$ cat config.mk
export PLATFORM = sky130hd
export DESIGN_NAME = mfde_ctrl
export DESIGN_NICKNAME = d
export VERILOG_FILES = /design/src/mfde_pkg.sv /design/src/mfde_ctrl.sv
export SDC_FILE = /design/constraint.sdc
export NUM_CORES = 1
export LEC_CHECK = 0
export BUFFER_PORTS_ARGS = -buffer_cell sky130_fd_sc_hd__buf_2
export CORE_ASPECT_RATIO = 1.25
export CORE_MARGIN = 5
export CORE_UTILIZATION = 35
export CTS_BUF_LIST = sky130_fd_sc_hd__clkbuf_8 sky130_fd_sc_hd__clkbuf_16
export DETAILED_ROUTE_END_ITERATION = 7
export HOLD_SLACK_MARGIN = 0.12
export PLACE_DENSITY = 0.65
export SETUP_SLACK_MARGIN = 0.2
export SLEW_MARGIN = 20
export SYNTH_ARGS = -nofsm -noshare
export SYNTH_HDL_FRONTEND = slang
export SYNTH_SLANG_ARGS = --single-unit
$ cat constraint.sdc
create_clock -name clk -period 1.6 [get_ports clk]
set_input_delay 0.24 -clock clk [delete_from_list [all_inputs] [get_ports clk]]
set_output_delay 0.24 -clock clk [all_outputs]
set_load 0.005 [all_outputs]
$ cat src/mfde_pkg.sv
package mfde_pkg;

  localparam int PANEL_WIDTH_DEF  = 400;
  localparam int PANEL_HEIGHT_DEF = 300;
  localparam int ROW_BYTES_DEF    = 50;

  localparam logic [3:0] OP_FILL   = 4'd0;
  localparam logic [3:0] OP_PIXEL  = 4'd1;
  localparam logic [3:0] OP_HLINE  = 4'd2;
  localparam logic [3:0] OP_VLINE  = 4'd3;
  localparam logic [3:0] OP_LINE   = 4'd4;
  localparam logic [3:0] OP_RECT   = 4'd5;
  localparam logic [3:0] OP_FRECT  = 4'd6;
  localparam logic [3:0] OP_AALINE = 4'd7;
  localparam logic [3:0] OP_READ   = 4'd8;

  localparam logic [1:0] WR_NONE  = 2'd0;
  localparam logic [1:0] WR_SWEEP = 2'd1;
  localparam logic [1:0] WR_RMW   = 2'd2;

  typedef struct packed {
    logic [3:0]  opcode;
    logic [15:0] x_start;
    logic [15:0] y_start;
    logic [15:0] x_end;
    logic [15:0] y_end;
    logic [15:0] span_width;
    logic [15:0] span_height;
    logic        ink;
    logic [8:0]  read_row;
    logic [5:0]  read_column;
  } in_item_t;

  typedef struct packed {
    logic [7:0] read_data;
    logic [3:0] done_opcode;
  } out_item_t;

  typedef struct packed {
    logic       load;
    logic       sweep_step;
    logic       sweep_zero;
    logic [1:0] wr_kind;
    logic       rd_read;
    logic       latch_cand;
    logic       walk_step;
    logic       wu_setup;
    logic       div_step;
    logic       wu_init;
    logic       capture_read;
  } dp_cmd_t;

  typedef struct packed {
    logic       cand_ok;
    logic       walk_last;
    logic       sweep_last;
    logic       div_last;
    logic [3:0] opcode;
    logic [7:0] read_data;
  } dp_sts_t;

  // 4x4 ordered dither matrix
  function automatic logic [3:0] bayer(input logic [1:0] y2, input logic [1:0] x2);
    logic [3:0] b;
    b = 4'd0;
    case ({y2, x2})
      4'h0: b = 4'd0;  4'h1: b = 4'd8;  4'h2: b = 4'd2;  4'h3: b = 4'd10;
      4'h4: b = 4'd12; 4'h5: b = 4'd4;  4'h6: b = 4'd14; 4'h7: b = 4'd6;
      4'h8: b = 4'd3;  4'h9: b = 4'd11; 4'hA: b = 4'd1;  4'hB: b = 4'd9;
      4'hC: b = 4'd15; 4'hD: b = 4'd7;  4'hE: b = 4'd13; 4'hF: b = 4'd5;
      default: b = 4'd0;
    endcase
    return b;
  endfunction

endpackage

$ cat src/mfde_ctrl.sv
module mfde_ctrl (
  input  logic                clk,
  input  logic                rst_n,
  input  logic                in_valid,
  output logic                in_stall,
  input  logic [3:0]          in_opcode,
  output logic                out_valid,
  input  logic                out_stall,
  output mfde_pkg::out_item_t out_data,
  output mfde_pkg::dp_cmd_t   cmd,
  input  mfde_pkg::dp_sts_t   sts
);

  localparam logic [3:0] ST_CLEAR    = 4'd0;
  localparam logic [3:0] ST_IDLE     = 4'd1;
  localparam logic [3:0] ST_FILL     = 4'd2;
  localparam logic [3:0] ST_WALK     = 4'd3;
  localparam logic [3:0] ST_RMW      = 4'd4;
  localparam logic [3:0] ST_WU_SETUP = 4'd5;
  localparam logic [3:0] ST_DIV      = 4'd6;
  localparam logic [3:0] ST_WU_INIT  = 4'd7;
  localparam logic [3:0] ST_READ     = 4'd8;
  localparam logic [3:0] ST_READ_CAP = 4'd9;
  localparam logic [3:0] ST_DONE     = 4'd10;

  logic [3:0] state_r, state_nxt;
  logic out_valid_r, out_valid_nxt;
  mfde_pkg::out_item_t out_data_r;
  logic out_load;

  assign in_stall = (state_r != ST_IDLE);
  assign out_load = (state_r == ST_DONE) && (!out_valid_r || !out_stall);

  always_comb begin
    state_nxt = state_r;
    cmd = '0;
    case (state_r)
      ST_CLEAR: begin
        cmd.wr_kind = mfde_pkg::WR_SWEEP;
        cmd.sweep_zero = 1'b1;
        cmd.sweep_step = 1'b1;
        if (sts.sweep_last) begin
          state_nxt = ST_IDLE;
        end
      end
      ST_IDLE: begin
        if (in_valid) begin
          cmd.load = 1'b1;
          if (in_opcode == mfde_pkg::OP_FILL) begin
            state_nxt = ST_FILL;
          end else if (in_opcode inside {mfde_pkg::OP_PIXEL, mfde_pkg::OP_HLINE,
                                         mfde_pkg::OP_VLINE, mfde_pkg::OP_LINE,
                                         mfde_pkg::OP_RECT, mfde_pkg::OP_FRECT}) begin
            state_nxt = ST_WALK;
          end else if (in_opcode == mfde_pkg::OP_AALINE) begin
            state_nxt = ST_WU_SETUP;
          end else if (in_opcode == mfde_pkg::OP_READ) begin
            state_nxt = ST_READ;
          end else begin
            state_nxt = ST_DONE;
          end
        end
      end
      ST_FILL: begin
        cmd.wr_kind = mfde_pkg::WR_SWEEP;
        cmd.sweep_step = 1'b1;
        if (sts.sweep_last) begin
          state_nxt = ST_DONE;
        end
      end
      ST_WALK: begin
        if (sts.cand_ok) begin
          cmd.latch_cand = 1'b1;
          state_nxt = ST_RMW;
        end else if (sts.walk_last) begin
          state_nxt = ST_DONE;
        end else begin
          cmd.walk_step = 1'b1;
        end
      end
      ST_RMW: begin
        cmd.wr_kind = mfde_pkg::WR_RMW;
        if (sts.walk_last) begin
          state_nxt = ST_DONE;
        end else begin
          cmd.walk_step = 1'b1;
          state_nxt = ST_WALK;
        end
      end
      ST_WU_SETUP: begin
        cmd.wu_setup = 1'b1;
        state_nxt = ST_DIV;
      end
      ST_DIV: begin
        cmd.div_step = 1'b1;
        if (sts.div_last) begin
          state_nxt = ST_WU_INIT;
        end
      end
      ST_WU_INIT: begin
        cmd.wu_init = 1'b1;
        state_nxt = ST_WALK;
      end
      ST_READ: begin
        cmd.rd_read = 1'b1;
        state_nxt = ST_READ_CAP;
      end
      ST_READ_CAP: begin
        cmd.capture_read = 1'b1;
        state_nxt = ST_DONE;
      end
      ST_DONE: begin
        if (out_load) begin
          state_nxt = ST_IDLE;
        end
      end
      default: state_nxt = ST_IDLE;
    endcase
  end

  always_comb begin
    out_valid_nxt = out_valid_r;
    if (out_load) begin
      out_valid_nxt = 1'b1;
    end else if (!out_stall) begin
      out_valid_nxt = 1'b0;
    end
  end

  always_ff @(posedge clk) begin
    if (!rst_n) begin
      state_r <= ST_CLEAR;
      out_valid_r <= 1'b0;
    end else begin
      state_r <= state_nxt;
      out_valid_r <= out_valid_nxt;
    end
  end

  always_ff @(posedge clk) begin
    if (out_load) begin
      out_data_r.read_data <= sts.read_data;
      out_data_r.done_opcode <= sts.opcode;
    end
  end

  assign out_valid = out_valid_r;
  assign out_data = out_data_r;

endmodule

==> metrics.md <==
| Metric | Value |
|---|---|
| Status | `finished, violations left` |
| Failing checks | `negative setup slack` |
| Final setup viols | `3` |
| Vias in the first global route | `977` |
| Drt first pass iters | `4` |
| Vias per inst | `4.99` |
| Clock buffer count from CTS | `3` |
| Starting Density | `36.8%` |
| Clk_skew | `4.86 ps` |
| Initial antenna violation count | `0` |
| M1 GR Usage | `14.4%` |
| Die Y | `66.8 um` |
| Post-synthesis simple-gate area fraction | `25.3%` |
| FMAX | `617 MHz` |
| Power Density | `743 mW/mm^2` |
| Actual slew at the worst max-slew pin | `309 ps` |
| Share of flip-flops with an asynchronous set or reset | `0%` |
| Crit path DAT | `1380 ps` |
| Post-layout instance area | `0.00166 sq mm` |
| Adder-Cell Fraction of Synth Area | `0%` |
| Worst Setup Slack, final | `-20.1 ps` |
| Area leader, netlist | `edfxtp_1` |
| Layout Area Growth over Synthesis | `83.4%` |
| Finished Layout Cells | `194` |
| H-tree depth | `1` |
| Slew Limit Headroom | `79.4%` |
| Routed WL | `2870 um` |
| CP endpoint kind | `primary output` |
| CTS tree | `yes` |
| FF+latch count, synth | `17` |
| Syn_nets | `112` |
| Fin. max-slew vios | `0` |
| Fraction of layout cells with a size suffix above 1 | `66.5%` |
| N_diodes | `0` |
| Clock sink total | `17` |
| Avg Cell Area, Syn | `10.3 sq um` |
| Fin crit period | `1620 ps` |
| Die Area | `0.00370 sq mm` |
| Peak VDD IR | `0.433 mV` |
| Critical path's slowest cell | `or4b_4` |
| Compound-Gate Fraction of Synth Area | `16.5%` |
| Core Box Area | `0.00245 sq mm` |
| Drt wl/cell | `14.8 um` |
| Post-synth top area share | `39.9%` |
| Mapped Area | `903 sq um` |
| Met3 usage | `4.46%` |
| Top_reg_cell synth | `edfxtp_1` |
| CTS max path bufs | `2` |
| Storage element area | `475 sq um` |
| Placed insts | `172` |
| Cells after synthesis | `88` |
| Synth cell types | `33` |
| Hold Violations, Final | `0` |
| Xor/xnor share of the synthesized area | `0.970%` |
| Skew-Pair Late Insertion Delay | `240 ps` |
| IO buf count | `49` |
| Synth top area cells | `edfxtp_1 (40%), dfxtp_1 (11%), nor2_1 (5.0%), buf_2 (3.3%), nor3_1 (3.3%)` |
| GRT Total Usage | `14.4%` |
| RSZ-0062 raised after global routing | `yes` |
| Hold buffers post-CTS | `0` |
| Yosys warnings | `0` |
| Vias | `968` |
| # DRC | `0` |
| Largest family of logic cells by synthesized area | `simple AND/OR/NAND/NOR gates` |
| Startpoint Class | `flop` |
| Routed Antenna Nets | `0` |
| Number of synthesized flops with an enable pin | `12` |
| Clock root cell | `clkbuf_8` |
| Worst Path Max Fanout | `6` |
| Multi-input gate area | `572 sq um` |
| Filler cell count | `203` |
| Die width | `55.4 um` |
| Largest stage delay, worst path | `570 ps` |
| CP cell instances | `or4b_4 -> nor2_1 -> buf_2` |
| Gpl congestion | `0.880` |
| Clock slew at reported path FFs | `60 ps` |
| Setup TNS Final | `-22.1 ps` |
| Max Cap Violations | `0` |
| Grt ovf | `0` |
| Initial DRC count | `22` |
| Leakage | `0.722 nW` |
| Hpwl dp | `1950 um` |
| Register area share after synthesis | `51.0%` |
| Largest net degree at the start of global routing | `11` |
| I/O pin cnt | `50` |
| Critical path class | `reg2out` |
| Hold Crit Class | `in2reg` |
| Met2 Resource Use GR | `29.1%` |
| Top Usage Layer GRT | `met2` |
| Num rows | `20` |
| # nets final | `186` |
| Worst Path Required | `1360 ps` |
| Area after DPL | `0.00125 sq mm` |
| Tcrit/Tclk final | `101%` |
| Mux cell area share after synthesis | `1.11%` |
| First-pass GRT wire length | `4260 um` |
[synthesized netlist by cell type, types with 2 or more instances]
master	count
edfxtp_1	12
nor2_1	12
buf_2	6
nand2_1	6
nor3_1	6
dfxtp_1	5
a21oi_1	4
inv_1	3
nand2b_1	3
o41ai_1	3
a211oi_1	2
a311oi_1	2
and3b_1	2
nand3b_1	2
o21ai_1	2
[critical path: cells and delay by family, from the launching register on]
family / cells / cell delay, ps
buffers and inverters: 1 / 110
AND/OR/NAND/NOR: 2 / 660
flip-flops: 1 / 370
[through the flow]
stage / util (%) / setup WS, ps / hold slack [ps] / total power, mW
2_1_floorplan: - / 168 / 339 / 0.686
3_3_place_gp: 51.1 / -22.7 / 417 / 0.793
3_5_place_dp: 51.1 / -15.8 / 418 / 0.794
4_1_cts: 61.6 / -36.4 / 165 / 1.17
6_report: 67.6 / -20.1 / 169 / 1.23
5_1_grt: 67.6 / -69.2 / 165 / 1.29
[power by group]
| part | internal [mW] | switching, mW |
|---|---|---|
| registers | 0.485 | 0.0285 |
| clock network | 0.169 | 0.123 |
| logic | 0.225 | 0.200 |
| total | 0.880 | 0.351 |
[state kept, by name, summed over array words and instances (netlist names)]
name       count
out_valid      1
state_r        4
out_data      12
[layout by cell type (no fill, tap or decap), types with 2 or more instances in the layout]
cell and instances:
a21oi_1 2, a311oi_1 2, and3b_1 2, buf_2 49, buf_4 16, buf_6 9, clkbuf_8 3, dfxtp_4 4
edfxtp_1 12, inv_1 4, nand2_1 5, nand2b_4 3, nand3b_1 2, nor2_1 9, nor2_2 2, nor3_2 2
nor3_4 3, o41ai_2 2
[cell type report]
class / instances / area share [%]
tap: 33 / 2.49
inverter: 3 / 0.680
multi-input combinational: 61 / 34.5
clock inverter: 1 / 0.227
timing repair buffer: 76 / 30.9
clock buffer: 3 / 2.49
sequential: 17 / 28.7
[timing repair]
action	CTS	global route
resized for setup	24	23
pin swaps	6	9
gates cloned	1	0
buffers inserted	10	7
setup endpoints to repair	27	27
[final timing paths]
path | startpoint | cells past startpoint | endpoint | slack [ps]
hold / removal | sts[4] | 1 | out_data[8] | 170
setup / recovery | state_r[2] | 3 | cmd[11] | -20
hold reg to reg | state_r[1] | 2 | state_r[1] | 530
setup reg to reg | state_r[2] | 5 | state_r[0] | 0
[routing by layer]
layer | wire length [um] | vias to the layer above
li1 | - | 478
met3 | 271 | 0
met5 | 0 | -
met1 | 1040 | 433
met4 | 0 | 0
met2 | 1560 | 57
[kinds of logic (layout without fill, tap and decap cells)]
logic type / Yosys count / in the layout
xor gates and xnor gates: 1 / 1
muxes: 1 / 1
DFF: 17 / 17
buffers and inverters: 10 / 83
AOI/OAI and AO/OA: 20 / 20
and+or+nand+nor: 39 / 39
No activity file was read; power rests on OpenSTA's default activity.
